### src/sv/mhpq_pkg.sv
// ---------------------------------------------------------------------------
// Max-heap priority queue: package
// Operation, status and sequencer state codes shared by all modules.
// ---------------------------------------------------------------------------
`default_nettype none

package mhpq_pkg;

    localparam int unsigned CFG_W    = 9;
    localparam int unsigned COUNT_W  = 9;
    localparam int unsigned OPCODE_W = 2;
    localparam int unsigned STATUS_W = 2;

    typedef enum logic [1:0] {
        OP_INSERT = 2'd0,
        OP_DELETE = 2'd1,
        OP_FIND   = 2'd2,
        OP_NOP    = 2'd3
    } t_op;

    typedef enum logic [1:0] {
        ST_OK    = 2'd0,
        ST_FULL  = 2'd1,
        ST_DUP   = 2'd2,
        ST_EMPTY = 2'd3
    } t_status;

    typedef enum logic [3:0] {
        S_IDLE,
        S_SCAN_RD,
        S_SCAN_CMP,
        S_UP_RD,
        S_UP_CMP,
        S_DEL_TOP,
        S_DEL_LAST,
        S_DN_RD,
        S_DN_C1,
        S_DN_C2,
        S_DN_CMP
    } t_state;

    // queue status seen by its neighbours
    typedef struct packed {
        logic full;
        logic empty;
    } t_q_flags;

endpackage

`default_nettype wire

### src/sv/mhpq_front.sv
// ---------------------------------------------------------------------------
// Max-heap priority queue: front end
// Takes input words, decodes the opcode and biases the key for unsigned order.
// ---------------------------------------------------------------------------
`default_nettype none

module mhpq_front
    import mhpq_pkg::*;
#(
    parameter int unsigned KEY_BITS = 32
) (
    input  wire logic                i_clk,
    input  wire logic                i_rst_n,
    input  wire logic                i_valid,
    output      logic                o_ready,
    input  wire logic [OPCODE_W-1:0] i_opcode,
    input  wire logic [KEY_BITS-1:0] i_key,
    input  wire t_q_flags            i_q_flags,
    output      logic                o_push,
    output      t_op                 o_op,
    output      logic [KEY_BITS-1:0] o_bkey
);

    localparam logic [KEY_BITS-1:0] SIGN = {1'b1, {(KEY_BITS-1){1'b0}}};

    logic                r_valid;
    t_op                 r_op;
    logic [KEY_BITS-1:0] r_bkey;

    assign o_push  = r_valid && !i_q_flags.full;
    assign o_ready = !r_valid || !i_q_flags.full;
    assign o_op    = r_op;
    assign o_bkey  = r_bkey;

    always_ff @(posedge i_clk) begin
        if (!i_rst_n) begin
            r_valid <= 1'b0;
        end else if (o_ready) begin
            r_valid <= i_valid;
        end
    end

    always_ff @(posedge i_clk) begin
        if (o_ready && i_valid) begin
            r_op   <= t_op'(i_opcode);
            r_bkey <= i_key ^ SIGN;
        end
    end

endmodule

`default_nettype wire

### config.mk
export PLATFORM = sky130hd
export DESIGN_NAME = mhpq_front
export DESIGN_NICKNAME = d
export VERILOG_FILES = /design/src/sv/mhpq_pkg.sv /design/src/sv/mhpq_front.sv
export SDC_FILE = /design/constraint.sdc
export NUM_CORES = 1
export LEC_CHECK = 0
export ABC_AREA = 0
export BUFFER_PORTS_ARGS = -buffer_cell sky130_fd_sc_hd__buf_2
export CAP_MARGIN = 30
export CORE_ASPECT_RATIO = 0.9
export CORE_MARGIN = 3
export CORE_UTILIZATION = 28
export CTS_BUF_LIST = sky130_fd_sc_hd__clkbuf_4
export CTS_CLUSTER_SIZE = 12
export DETAILED_ROUTE_END_ITERATION = 10
export SETUP_SLACK_MARGIN = 0.1
export SLEW_MARGIN = 20
export SYNTH_ARGS = -nofsm -noshare
export SYNTH_HDL_FRONTEND = slang
export SYNTH_SLANG_ARGS = --single-unit
### constraint.sdc
create_clock -name i_clk -period 1.5 [get_ports i_clk]
set_input_delay 0.075 -clock i_clk [delete_from_list [all_inputs] [get_ports i_clk]]
set_output_delay 0.075 -clock i_clk [all_outputs]
set_load 0.01 [all_outputs]
# After elaboration in Yosys (flattened, before gate mapping)
# Index checks and enable logic that the tools add are counted.
# classes
bitwise_logic,1
reduce_logical,5
# ops
op,n
logical AND 1 bit,2
logical NOT 1 bit,2
logical OR 1 bit,1
inverter 1 bit,1
# totals
regBits,35
inputBits,39
out_inout_bits,36
word_cells,9

# Depth between registers and ports, before layout
# depth
word_depth,3
mapped_depth,2
ltp_nobuf,2

# Worst setup path after synthesis
# No wires, ideal clock.
# synth_path
path_type,flip-flop to flip-flop
from,reg r_valid
to,"reg r_bkey[0], in the netlist o_bkey[0], enable pin"
arrival_time_ns,1.279
required_time_ns,1.106
slack_ns,-0.173
path_stages_with_launch,3
path_cell_list,dfxtp_1 > nand2_1 > and2_1
# synth_via
elab_chain_cells,3
# synth_lines
element,line,rtl
start: declaration,mhpq_front.sv:26,logic r_valid;
start signal: assignment,mhpq_front.sv:39,r_valid <= i_valid;
logical NOT 1 bit,mhpq_front.sv:31,assign o_ready = !r_valid || !i_q_flags.full;
logical OR 1 bit,mhpq_front.sv:31,
net o_ready,mhpq_front.sv:15,"output logic o_ready,"
logical AND 1 bit,mhpq_front.sv:44,if (o_ready && i_valid) begin
end signal: assignment,mhpq_front.sv:46,r_bkey <= i_key ^ SIGN;
end: declaration,mhpq_front.sv:28,logic [KEY_BITS-1:0] r_bkey;
# The timed path passes the listed nets, and every way through them passes these cells.
# A chain may end at the register's enable or synchronous reset.

# Worst setup path in the final report
# layout_path
from,reg r_valid
to,reg r_valid
# layout_via
elab_chain_cells,2
# layout_lines
element,line
logical NOT 1 bit,mhpq_front.sv:31
logical OR 1 bit,mhpq_front.sv:31
# Every way passes these cells.

==> results.yml <==
power_and_ir_drop:
  ir_worst_vdd_uv: 757.4
  leakagePower_nw: 0.8311
  power_density_nw_per_um2: 966.6
  power_mw: 1.860
clocking:
  cts-root-buf: "clkbuf_4"
  cts_setup_buffers: 0
  clkTransAtPathRegs_ns: 0.11
  clock_latency_ns: 0.33
  cts_resized: 0
  h-tree-depth: 2
  cts_inserted_buffers: 5
  cts_buffer_depth: 2
  cts.sinks: 35
  cts_tree: "done"
synthesis:
  synthTopCellsByArea: "edfxtp_1, dfxtp_1, and2b_2"
  yosys_warnings: 0
  ys.flop_type: "edfxtp_1"
  synthesis.instances: 41
  synth_nets: 80
  yosysSeqAreaShare_pct: 96.86
  yosysTopAreaCell: "edfxtp_1"
  yosysMostFrequentCell: "edfxtp_1"
  synth_edf_count: 34
  avgSynthCellArea_um2: 26.21
  syn_area_um2: 1075
  synth.distinct_cells: 8
  synth_top_area_share_pct: 94.99
  synth-seq-cells: 35
  postSynth.asyncResetShare_pct: 0
floorplan:
  rows: 20
  die_area_um2: 4619
  ios: 75
  core_area_um2: 3528
  die_y_um: 64.78
  fp.dieW_um: 71.31
  start_util_pct: 30.46
sta:
  rsz0062_at_grt: "false"
  hold_violations: 0
  period_needed_ns: 1.194
  setup_violations: 0
  fin_setup_tns_ns: 0
  fmax_ghz: 0.8373
  final-max-slew-violation-count: 0
  layout_worst_path_cycle_share_pct: 79.62
  relSlewSlack_pct: 83.50
  worstMarginPinSlew_ns: 0.2475
  fin_skew_ns: 0.01249
detailed_routing:
  drt_iter0_drc: 9
  post-route-drc-count: 0
  antenna_left: 0
  drt-vias-per-instance: 4.025
  wl_per_cell_um: 12.72
  drtPass1Iterations: 2
  drt_wl_total_mm: 2.594
  vias: 821
placed_design:
  placed_area_um2: 1511
  port-buffer-count: 73
  dpl.hpwl_mm: 1.782
  place_congestion: 0.6963
global_routing:
  use_met2_pct: 22.13
  grt_pass1_vias: 931
  antenna_found_initial: 0
  overflow: 0
  grtUsageTotal_pct: 12.44
  use_met3_pct: 6.357
  grt-busiest-layer: "met2"
  use_met1_pct: 12.12
  grt_pass1_wl_mm: 4.250
  grt_max_degree: 21
critical_path:
  worstPathRequired_ns: 1.73
  crit_fanout: 3
  cp-end-kind: "register"
  worstSetupPathType: "reg -> reg"
  start_kind: "register"
  arrival_ns: 1.42
worst_hold_path:
  hold_class: "in -> reg"
job:
  drv_cap: 0
layout:
  syn2layout_area_growth_pct: 79.05
  stdcell_area_um2: 1924
  n_antenna_cell: 0
  drive_gt1_share_pct: 51.88
  fillers: 299
  finalNetCount: 198
status:
  status: "complete, no violations"
## kinds of logic (layout without fill, tap and decap cells)
| family | after synthesis | count (layout) | share of synthesized area (%) |
|---|---|---|---|
| DFF | 35 | 35 | 96.86 |
| buffers and inverters | 1 | 120 | 0.3489 |
| and+or+nand+nor | 4 | 4 | 2.329 |
| AOI/OAI and AO/OA | 1 | 1 | 0.4652 |
## area by class of cell
cell class	instances	area, µm²	area share (%)
Sequential cell	35	1041	54.10
Timing Repair Buffer	111	740.7	38.49
Tap cell	44	55.05	2.861
Clock buffer	5	37.54	1.951
Multi-Input combinational cell	5	31.28	1.625
Clock inverter	3	15.01	0.7802
Inverter	1	3.754	0.1951
## power breakdown
group,internal [mW],switching (mW),total (mW),leakage [nW]
logic,0.138,0.0990,0.237,0.468
clock network,0.172,0.297,0.469,0.0263
registers,1.14,0.0148,1.15,0.337
## metrics by stage
step,hold WS [ns],util (%),setup slack (ns),instances
after floorplan,0.1739,-,0.1822,41
final,0.3241,54.54,0.3057,204
after global placement,0.2514,42.84,0.4152,160
after global routing,0.3460,54.54,0.2548,204
after CTS,0.3089,54.54,0.3203,204
after detailed placement,0.2532,42.84,0.3588,160
## cells in the final DEF (no fill, tap or decap), drive strengths merged
cell	Yosys	layout
and2b	1	1
nor2b	1	1
dfxtp	1	1
clkbuf	0	5
buf	0	75
inv	1	1
a21oi	1	1
clkinv	0	2
clkinvlp	0	1
nand2	1	1
dlygate4sd3	0	36
and2	1	1
edfxtp	34	34
## layer usage
layer  routed length (µm)  up-vias
met3                  270        5
met1                  888      370
met4                   34        0
li1                     -      397
met5                    0        -
met2                 1400       49
## sequential cells by signal, summed over array words and instances, names as in the netlist
name     flops
r_valid      1
o_bkey      32
o_op         2
## worst max-delay path, cell delays in order, from the launching register on
cell and delay, ns:
dfxtp_1 0.35, a21oi_1 0.12, nor2b_1 0.05, dlygate4sd3_1 0.56
## path summary, 6_finish.rpt
check,slack [ns],end,cells after the start,from
worst max-delay path,0.31,r_valid,3,r_valid
worst min-delay path,0.32,o_bkey[21],3,i_valid
worst max register to register,0.31,r_valid,3,r_valid
worst min register to register,0.94,o_bkey[21],3,r_valid
## timing repair
action,CTS,global route
hold endpoints to repair,35,0
endpoints found under the setup margin,0,0
hold buffers,36,0
(Power assumes the default switching activity.)
