<file path="src/sv/mhpq_pkg.sv">
// ---------------------------------------------------------------------------
// Max-heap priority queue: package
// Operation, status and sequencer state codes shared by all modules.
// ---------------------------------------------------------------------------
`default_nettype none

package mhpq_pkg;

    localparam int unsigned CFG_W    = 9;
    localparam int unsigned COUNT_W  = 9;
    localparam int unsigned OPCODE_W = 2;
    localparam int unsigned STATUS_W = 2;

    typedef enum logic [1:0] {
        OP_INSERT = 2'd0,
        OP_DELETE = 2'd1,
        OP_FIND   = 2'd2,
        OP_NOP    = 2'd3
    } t_op;

    typedef enum logic [1:0] {
        ST_OK    = 2'd0,
        ST_FULL  = 2'd1,
        ST_DUP   = 2'd2,
        ST_EMPTY = 2'd3
    } t_status;

    typedef enum logic [3:0] {
        S_IDLE,
        S_SCAN_RD,
        S_SCAN_CMP,
        S_UP_RD,
        S_UP_CMP,
        S_DEL_TOP,
        S_DEL_LAST,
        S_DN_RD,
        S_DN_C1,
        S_DN_C2,
        S_DN_CMP
    } t_state;

    // queue status seen by its neighbours
    typedef struct packed {
        logic full;
        logic empty;
    } t_q_flags;

endpackage

`default_nettype wire

</file>
<file path="src/sv/mhpq_queue.sv">
// ---------------------------------------------------------------------------
// Max-heap priority queue: command queue
// Two-entry FIFO between the front end and the heap engine.
// ---------------------------------------------------------------------------
`default_nettype none

module mhpq_queue
    import mhpq_pkg::*;
#(
    parameter int unsigned KEY_BITS = 32
) (
    input  wire logic                i_clk,
    input  wire logic                i_rst_n,
    input  wire logic                i_push,
    input  wire t_op                 i_op,
    input  wire logic [KEY_BITS-1:0] i_bkey,
    input  wire logic                i_pop,
    output      t_op                 o_op,
    output      logic [KEY_BITS-1:0] o_bkey,
    output      t_q_flags            o_flags
);

    t_op                 r_op  [2];
    logic [KEY_BITS-1:0] r_key [2];
    logic                r_wptr;
    logic                r_rptr;
    logic [1:0]          r_fill;

    assign o_flags.full  = (r_fill == 2'd2);
    assign o_flags.empty = (r_fill == 2'd0);
    assign o_op          = r_op[r_rptr];
    assign o_bkey        = r_key[r_rptr];

    always_ff @(posedge i_clk) begin
        if (!i_rst_n) begin
            r_wptr <= 1'b0;
            r_rptr <= 1'b0;
            r_fill <= 2'd0;
        end else begin
            if (i_push) r_wptr <= !r_wptr;
            if (i_pop)  r_rptr <= !r_rptr;
            case ({i_push, i_pop})
                2'b10:   r_fill <= r_fill + 2'd1;
                2'b01:   r_fill <= r_fill - 2'd1;
                default: r_fill <= r_fill;
            endcase
        end
    end

    always_ff @(posedge i_clk) begin
        if (i_push) begin
            r_op[r_wptr]  <= i_op;
            r_key[r_wptr] <= i_bkey;
        end
    end

endmodule

`default_nettype wire

</file>
<file path="config.mk">
export PLATFORM = sky130hd
export DESIGN_NAME = mhpq_queue
export DESIGN_NICKNAME = d
export VERILOG_FILES = /design/src/sv/mhpq_pkg.sv /design/src/sv/mhpq_queue.sv
export SDC_FILE = /design/constraint.sdc
export NUM_CORES = 1
export LEC_CHECK = 0
export BUFFER_PORTS_ARGS = -buffer_cell sky130_fd_sc_hd__buf_2
export CORE_ASPECT_RATIO = 0.6
export CORE_MARGIN = 3
export CORE_UTILIZATION = 44
export DETAILED_ROUTE_END_ITERATION = 12
export PLACE_DENSITY = 0.69
export SYNTH_ARGS = -nofsm -noshare
export SYNTH_HDL_FRONTEND = slang
export SYNTH_SLANG_ARGS = --single-unit
</file>
<file path="constraint.sdc">
create_clock -name i_clk -period 5.3 [get_ports i_clk]
set_clock_uncertainty 0.15 [all_clocks]
set_input_delay 1.325 -clock i_clk [delete_from_list [all_inputs] [get_ports i_clk]]
set_output_delay 1.325 -clock i_clk [all_outputs]
set_load 0.01 [all_outputs]
</file>
* Yosys cells after proc, flatten, opt, wreduce, memory -nomap -nowiden
Memory sizes are Yosys's and may differ from the RTL's. A register that Yosys moved wholly into a read port is not among the register bits. Cells that the tools add are included.
Word-level totals: register bits 4, bits in writable memories 68, bits in read-only memories 0, memories kept 2, latch bits 0
Operators by class: bitwise operators 0, reduce and logical (&&, ||, !) cells 4, shift operators 0, equal/unequal tests 3, $lt $le $gt $ge 0, $mul 0, muxes and demuxes 7, divide/modulo/power cells 0, $add $sub $neg 2
Memory list:
- r_key | depth 2, bits a word 32, read ports 1, clocked after Yosys merged registers in 1, wr ports 1, RTL line mhpq_queue.sv:24 | logic [KEY_BITS-1:0] r_key [2];
- r_op | depth 2, bits a word 2, read ports 1, clocked after Yosys merged registers in 1, wr ports 1, RTL line mhpq_queue.sv:23 | t_op r_op [2];
Operator list (number):
- 1-bit 2-to-1 mux | 6
- 2-bit == test (second input constant) | 2
- 2-bit one-hot mux with 2 select lines | 1
- 2-bit by 1-bit adder with 2-bit output (second input constant) | 1
- 2-bit by 1-bit == test with 1-bit output (second input constant) | 1
- 1-bit zero test | 2
- 2-bit zero test | 1
- 2-bit nonzero test | 1
- 2-bit by 1-bit subtractor with 2-bit output (second input constant) | 1

* Logic depth before layout (Yosys ltp)
Gate-level depths: netlist (run 1).
word-level depth 3, depth in mapped cells 5, depth with buffers taken out 5

* Worst setup path before layout (run 1)
OpenSTA, ideal clock, no wires.
kind input port to flip-flop, start point in i_push, end point mem r_key[0][0] (enable), slack 1.879 ns, arrival 2.844 ns, stages 2, required time 4.723 ns, cells stage by stage inv_1 > nor2_1
On the way: cells in the longest elaborated chain, start to end 2
Ends and longest elaborated chain:
- start: declaration | RTL line mhpq_queue.sv:14 | input wire logic i_push,
- 1-bit 2-to-1 mux | RTL line mhpq_queue.sv:51 | if (i_push) begin
- 1-bit 2-to-1 mux (not written as such) | RTL line mhpq_queue.sv:53 | r_key[r_wptr] <= i_bkey;
- end: declaration | RTL line mhpq_queue.sv:24
Every way passes these cells.

==> impl_metrics.json, run 1 <==
{
  "crit_slowest_cell": "dfxtp_1",
  "finalCritPeriodShare": 0.659,
  "first_iter_violations": 60,
  "cp-end-kind": "output pin",
  "clk_path_buf_depth": 2,
  "row_count": 21,
  "fp.dieW_um": 106,
  "core_um2": 5700,
  "vias": 1356,
  "rr_worst_depth": 1,
  "cts_tree": "done",
  "insertion_delay_ps": 330,
  "io_buffers": 73,
  "nNetsFinal": 248,
  "whs_ps": 359,
  "ys_ff_latch": 73,
  "syn_avg_cell_area_um2": 20.8,
  "synth_fp_nets": 167,
  "critPathArrivalTime_ps": 2020,
  "ir_drop_mv": 0.224,
  "antenna_found_initial": 0,
  "crit_chain": "buf_4 -> mux2_2 -> buf_2",
  "drc": 0,
  "place.gp.congestion": 0.712,
  "yosysUniqueCellTypes": 16,
  "path_max_fanout": 19,
  "hold_class": "flop to flop",
  "ctsResizeCount": 0,
  "clkSinkCount": 73,
  "routed_wl_um": 4480,
  "area_growth_pct": 24.1,
  "clkSlewWorstSetupHoldPaths_ps": 70,
  "max_stage_delay_ps": 770,
  "drive_gt1_frac": 0.575,
  "dp_slack_ps": 2110,
  "setup_ws_ps": 1810,
  "relSlewSlack": 0.332,
  "setup_viol": 0,
  "worst-endpoint-required_ps": 3830,
  "synth_seq_area_share": 0.805,
  "synth_warnings": 0,
  "place_hpwl_um": 2900,
  "hp-start": "r_fill[1]$_SDFFE_PN0P_",
  "p_per_area_nw_per_um2": 364,
  "leakage_nw": 1.24,
  "wire_per_inst_um": 15.2,
  "grt_pass1_wl_um": 6790,
  "dieArea_um2": 7050,
  "status": "complete, no violations",
  "drv_cap": 0,
  "whs_endpoint": "r_fill[1]$_SDFFE_PN0P_",
  "rsz0062_at_grt": "no",
  "startpoint_type": "flop",
  "initial_core_util": 0.467,
  "htreeDepth": 3,
  "finalHoldViolCount": 0,
  "cts-root-buf": "clkbuf_8",
  "rr_endpoint": "r_key[0][8]$_DFFE_PP_",
  "die_y_um": 66.2,
  "grt_overflow_total": 0,
  "grt_max_degree": 36,
  "grt_pass1_vias": 1353,
  "pin_count": 74,
  "diodes": 0,
  "postLayoutCoreUtil": 0.579,
  "reg2reg_from": "r_wptr$_SDFFE_PN0P_",
  "postCtsHoldBufs": 0,
  "first_pass_iters": 5,
  "crit_type": "flop to output pin",
  "r2r_setup_slack_ps": 3650,
  "syn-cell-area_um2": 2660,
  "postCtsSetupRepairBufs": 0,
  "synthCells": 128,
  "ant_nets": 0,
  "worst_pin_slew_ps": 1000,
  "slew_viol_final": 0,
  "cts-buffers-inserted": 9,
  "total_power_mw": 1.20,
  "fin_crit_ps": 3490,
  "grt_usage": 0.135,
  "vias_per_cell": 4.61,
  "hold_depth": 2,
  "setup_tns_ps": 0,
  "max_freq_mhz": 286
}
[area by class of cell]
type,count,area (um^2)
clock buffer,12,135
clock inverter,4,43.8
fill,454,2400
inverter,1,3.75
multi-input combinational,50,504
sequential,73,2140
tap,80,100
timing repair buffer,74,373
[synth_stat cells]
library cell,count,share of area
o21a_1,1,0.0028
ha_1,1,0.0047
a21boi_1,1,0.0028
and2_1,4,0.0094
dfxtp_1,5,0.038
nor2_1,2,0.0028
and2b_2,1,0.0033
or3_1,1,0.0024
nor2b_1,1,0.0024
xnor2_1,2,0.0066
inv_1,1,0.0014
buf_2,4,0.0075
o21ai_0,1,0.0019
edfxtp_1,68,0.77
xor2_1,1,0.0033
mux2_2,34,0.14
[through the flow]
stage | std cells | area, um^2
4_1_cts | 294 | 3300
3_3_place_gp | 278 | 3120
6_report | 294 | 3300
3_5_place_dp | 278 | 3120
5_1_grt | 294 | 3300
2_1_floorplan | 128 | 2660
[worst max-delay path by stage]
stage / depth (start not counted) / endpoint / slack [ps]
floorplan: 2 / r_key[0][0]$_DFFE_PP_ / 1880
CTS: 3 / o_bkey[21] / 1720
global placement: 3 / o_bkey[30] / 2110
finish: 3 / o_bkey[21] / 1810
global route: 3 / o_bkey[21] / 1640
detailed placement: 3 / o_bkey[21] / 2110
[layout by cell type, fill, tap and decap left out, drive strengths merged]
cell type and n:
xor2 1, bufinv 1, edfxtp 68, clkbuf 12, nor2b 1, xnor2 2
or3 1, a21boi 1, o21ai 1, mux2 34, nor2 2, ha 1
dfxtp 5, and2 4, clkinv 3, buf 74, inv 1, o21a 1
and2b 1
[kinds of logic after synthesis]
group           count (synthesis)  synth area share
flops                          73             0.805
mux                            34             0.144
simple gates                    9            0.0202
buf+inv                         5           0.00893
compound gates                  3           0.00752
xor+xnor                        3           0.00987
fa+ha+maj                       1           0.00470
[state kept, by name, summed over array words and instances, names as in the netlist, named ones only]
signal / count
r_wptr: 1
r_op: 4
r_rptr: 1
r_key: 64
r_fill: 2
[report_power, final]
part,leakage [nW],total [mW],switching [mW],internal (mW)
clock network,0.0918,0.397,0.182,0.215
logic,0.473,0.127,0.0627,0.0638
registers,0.680,0.678,0.0132,0.665
[metal layers]
layer | share of wire | global-route usage | vias to the layer above | wire length (um)
met4 | 0.012 | 0.0630 | 0 | 53
met3 | 0.078 | 0.0634 | 6 | 351
met2 | 0.43 | 0.190 | 56 | 1910
met5 | 0 | 0 | - | 0
met1 | 0.48 | 0.176 | 639 | 2160
li1 | - | - | 655 | -
[critical path, delay by kind of cell, from the launching register on]
family,cells,cell delay (ps)
flops,1,770
mux,1,380
buf+inv,2,530
(Power assumes the default switching activity.)
==> run 2, diff against run 1 <==
Clock period 5.3 ns to 3.29 ns, I/O delays scaled along.
==> run 2 against run 1 <==
  * Cell count increased by 0.34%
  * Sequential power increased by 59%
  * Highest routed layer unchanged
  * Non-clock buffer count increased by 1
  * Global-route usage increased by 0.61 points
  * Worst setup slack got worse by 1100 ps
  * Hold slack got worse by 12 ps
  * Clock power increased by 84%
  * Routed wire length increased by 1.8%
==> impl_metrics.json, run 2 (synthesis results as in run 1) <==
{
  "routed_wl_um": 4560,
  "place_hpwl_um": 2980,
  "setup_tns_ps": 0,
  "largest_register_ffs": 64,
  "crit_type": "flop to output pin",
  "ir_drop_mv": 0.307,
  "path_max_fanout": 34,
  "core_um2": 5700,
  "rr_worst_depth": 1,
  "rr_endpoint": "r_key[1][9]$_DFFE_PP_",
  "startpoint_type": "flop",
  "place.gp.congestion": 0.729,
  "clk_path_buf_depth": 2,
  "design_area_um2": 3340,
  "final_cells": 295,
  "r2r_setup_slack_ps": 1660,
  "crit_slowest_cell": "buf_4",
  "first_iter_violations": 54,
  "cp-end-kind": "output pin",
  "cts_tree": "done",
  "p_per_area_nw_per_um2": 606,
  "max_freq_mhz": 391,
  "crit_chain": "buf_4 -> mux2_2 -> buf_2",
  "dpl_cell_area_um2": 3130,
  "nNetsFinal": 249,
  "slew_viol_final": 0,
  "reg2reg_from": "r_wptr$_SDFFE_PN0P_",
  "cp.depth": 3,
  "clkSlewWorstSetupHoldPaths_ps": 70,
  "antenna_found_initial": 0,
  "final_cell_mix": "buf_2 (73), edfxtp_1 (68), mux2_2 (34)",
  "postCtsSetupRepairBufs": 0,
  "leakage_nw": 1.26,
  "first_pass_iters": 4,
  "worst_pin_slew_ps": 840,
  "postLayoutCoreUtil": 0.586,
  "status": "complete, no violations",
  "initial_core_util": 0.467,
  "grt_pass1_wl_um": 7180,
  "drv_cap": 0,
  "diodes": 0,
  "cp_top_family": "buffers and inverters",
  "relSlewSlack": 0.440,
  "postCtsHoldBufs": 0,
  "io_buffers": 73,
  "fp.dieW_um": 106,
  "vias_per_cell": 4.61,
  "hold_class": "flop to flop",
  "worst-endpoint-required_ps": 2320,
  "dp_cells": 279,
  "htreeDepth": 3,
  "die_y_um": 66.2,
  "vias": 1361,
  "fin_crit_ps": 2560,
  "setup_viol": 0,
  "rsz0062_at_grt": "no",
  "cts-root-buf": "clkbuf_8",
  "crit_buf_inv": 2,
  "grt_overflow_total": 0,
  "cts-buffers-inserted": 9,
  "total_power_mw": 2.03,
  "max_stage_delay_ps": 400,
  "finalCritPeriodShare": 0.778,
  "row_count": 21,
  "wire_per_inst_um": 15.5,
  "insertion_delay_ps": 330,
  "pin_count": 74,
  "grt_max_degree": 36,
  "reg_top3": "r_key x64, r_op x4, r_fill x2",
  "area_growth_pct": 25.5,
  "ant_nets": 0,
  "layout_commonest_cell": "buf_2",
  "grt_pass1_vias": 1394,
  "drc": 0,
  "regMostFlops": "r_key",
  "critPathArrivalTime_ps": 1590,
  "dieArea_um2": 7050,
  "cp-endpoint": "o_bkey[5]",
  "finalHoldViolCount": 0,
  "drive_gt1_frac": 0.581,
  "clkSinkCount": 73,
  "ctsResizeCount": 0,
  "grt_usage": 0.141
}
run 2: cell types whose count changed in the layout (fill, tap and decap cells not counted), sizes merged:
cell	before	now
buf	74	75
bufinv	1	2
clkinv	3	2
clkinvlp	0	2
clkbuf	12	10
run 2: worst min-delay path: stages, from the launching register on:
cell and delay [ps]:
dfxtp_1 320, o21ai_0 70, a21boi_1 60
run 2: power breakdown:
group | switching [mW] | internal, mW | total (mW)
Sequential | 0.0136 | 1.07 | 1.08
Clock | 0.307 | 0.422 | 0.729
Combinational | 0.110 | 0.104 | 0.214
run 2: routing by layer:
metal | share of wire | wire length, um | up-vias | GRT usage
met4 | 0.0055 | 25 | 0 | 0.0485
met3 | 0.089 | 408 | 4 | 0.0693
met5 | 0 | 0 | - | 0
met2 | 0.41 | 1880 | 57 | 0.194
met1 | 0.49 | 2250 | 645 | 0.193
li1 | - | - | 655 | -
run 2: cell type report:
cell class                      count  area (um^2)
Timing Repair Buffer               75          380
Multi-Input combinational cell     50          504
Tap cell                           80          100
Clock inverter                      6         82.6
Inverter                            1         3.75
Clock buffer                       10          128
Fill cell                         447         2360
Sequential cell                    73         2140
run 2: through the flow:
stage | hold slack, ps | setup slack, ps
after floorplan | 316 | 371
after global placement | 338 | 1080
after detailed placement | 341 | 1070
after CTS | 351 | 698
after global routing | 377 | 636
final | 348 | 730
run 2: worst min path at each step:
stage                                      start                      to  slack (ps)  cells after the start
final                     r_fill[1]$_SDFFE_PN0P_  r_fill[1]$_SDFFE_PN0P_         350                      2
after global routing      r_fill[1]$_SDFFE_PN0P_  r_fill[1]$_SDFFE_PN0P_         380                      2
after CTS                 r_fill[1]$_SDFFE_PN0P_  r_fill[1]$_SDFFE_PN0P_         350                      2
after detailed placement  r_fill[1]$_SDFFE_PN0P_  r_fill[1]$_SDFFE_PN0P_         340                      2
after global placement    r_fill[1]$_SDFFE_PN0P_  r_fill[1]$_SDFFE_PN0P_         340                      2
after floorplan           r_fill[1]$_SDFFE_PN0P_  r_fill[1]$_SDFFE_PN0P_         320                      2
==> run 3, diff against run 2 <==
Clock period 3.29 ns to 2.4 ns, I/O delays scaled along.
==> run 3 against run 2 <==
  * Critical path depth stayed put
  * Sequential cell count is the same
  * Register-to-register slack worse by 780 ps
  * Sequential power increased by 38%
  * Largest power group unchanged
==> impl_metrics.json, run 3 (synthesis results as in run 1) <==
{
  "status": "complete, no violations",
  "largest_register_ffs": 64,
  "leakage_nw": 1.26,
  "io_buffers": 73,
  "crit_type": "flop to output pin",
  "setup_tns_ps": 0,
  "antenna_found_initial": 1,
  "vias": 1416,
  "core_um2": 5700,
  "relSlewSlack": 0.731,
  "routed_wl_um": 4540,
  "finalHoldViolCount": 0,
  "finalCritPeriodShare": 0.952,
  "clkSlewWorstSetupHoldPaths_ps": 80,
  "dieArea_um2": 7050,
  "drc": 0,
  "startpoint_type": "flop",
  "critPathArrivalTime_ps": 1530,
  "first_pass_iters": 4,
  "grt_overflow_total": 0,
  "grt_pass1_wl_um": 6990,
  "insertion_delay_ps": 330,
  "cts_tree": "done",
  "dp_slack_ps": 482,
  "postCtsSetupRepairBufs": 0,
  "hold_depth": 1,
  "reg2reg_from": "r_wptr$_SDFFE_PN0P_",
  "rsz0062_at_grt": "no",
  "max_freq_mhz": 438,
  "final_cell_mix": "buf_2 (73), edfxtp_1 (68), mux2_2 (34)",
  "design_area_um2": 3360,
  "setup_ws_ps": 116,
  "path_max_fanout": 25,
  "cts-root-buf": "clkbuf_8",
  "rr_worst_depth": 2,
  "nNetsFinal": 251,
  "whs_ps": 293,
  "clkSinkCount": 73,
  "layout_commonest_cell": "buf_2",
  "row_count": 21,
  "place_hpwl_um": 2950,
  "grt_max_degree": 30,
  "area_growth_pct": 26.4,
  "pin_count": 74,
  "initial_core_util": 0.467,
  "htreeDepth": 3,
  "drive_gt1_frac": 0.590,
  "ctsResizeCount": 0,
  "cts-buffers-inserted": 9,
  "p_per_area_nw_per_um2": 805,
  "dpl_cell_area_um2": 3170,
  "worst-endpoint-required_ps": 1650,
  "dp_cells": 281,
  "worst_pin_slew_ps": 404,
  "wire_per_inst_um": 15.3,
  "ir_drop_mv": 0.402,
  "reg_top3": "r_key x64, r_op x4, r_fill x2",
  "clk_path_buf_depth": 2,
  "diodes": 0,
  "die_y_um": 66.2,
  "first_iter_violations": 55,
  "grt_pass1_vias": 1411,
  "ant_nets": 0,
  "hp-start": "i_bkey[25]",
  "final_cells": 297,
  "fin_crit_ps": 2280,
  "cp-end-kind": "output pin",
  "hold_class": "input pin to flop",
  "drv_cap": 0,
  "slew_viol_final": 0,
  "place.gp.congestion": 0.661,
  "setup_viol": 0,
  "grt_usage": 0.139,
  "fp.dieW_um": 106,
  "postCtsHoldBufs": 0,
  "vias_per_cell": 4.77,
  "regMostFlops": "r_key"
}
[run 3: power breakdown]
group / total (mW) / switching [mW] / leakage, nW / internal [mW]
Clock: 0.921 / 0.444 / 0.0893 / 0.477
Sequential: 1.49 / 0.0196 / 0.680 / 1.47
Combinational: 0.302 / 0.151 / 0.495 / 0.151
[run 3: layout make-up]
| type | instances | area [um^2] |
|---|---|---|
| fillers | 450 | 2340 |
| flip-flops and latches | 73 | 2140 |
| multi-input cells | 50 | 503 |
| repair buffers | 77 | 420 |
| clock buffers | 9 | 124 |
| well taps | 80 | 100 |
| clock inverters | 7 | 70.1 |
| inverters | 1 | 3.75 |
[run 3: per-layer routing]
layer	part of all wire	GRT usage	wire length (um)
met1	0.45	0.175	2060
met5	0.0015	0	7
met4	0.013	0.0533	58
met3	0.10	0.0839	458
met2	0.43	0.196	1960
[run 3: worst max-delay path: stages (launching register included)]
cell and delay, ps:
dfxtp_1 340, buf_4 320, mux2_2 390, buf_2 140
[run 3: worst paths after layout]
check	to	slack, ps
max	o_bkey[7]	120
min	r_key[1][25]$_DFFE_PP_	290
max reg2reg	r_key[1][19]$_DFFE_PP_	880
min reg2reg	r_fill[1]$_SDFFE_PN0P_	350
[run 3: metrics by stage]
step,utilization,total power [mW]
2_1_floorplan,-,1.68
3_3_place_gp,0.556,1.81
3_5_place_dp,0.556,1.82
4_1_cts,0.590,2.74
5_1_grt,0.590,2.83
6_report,0.590,2.71
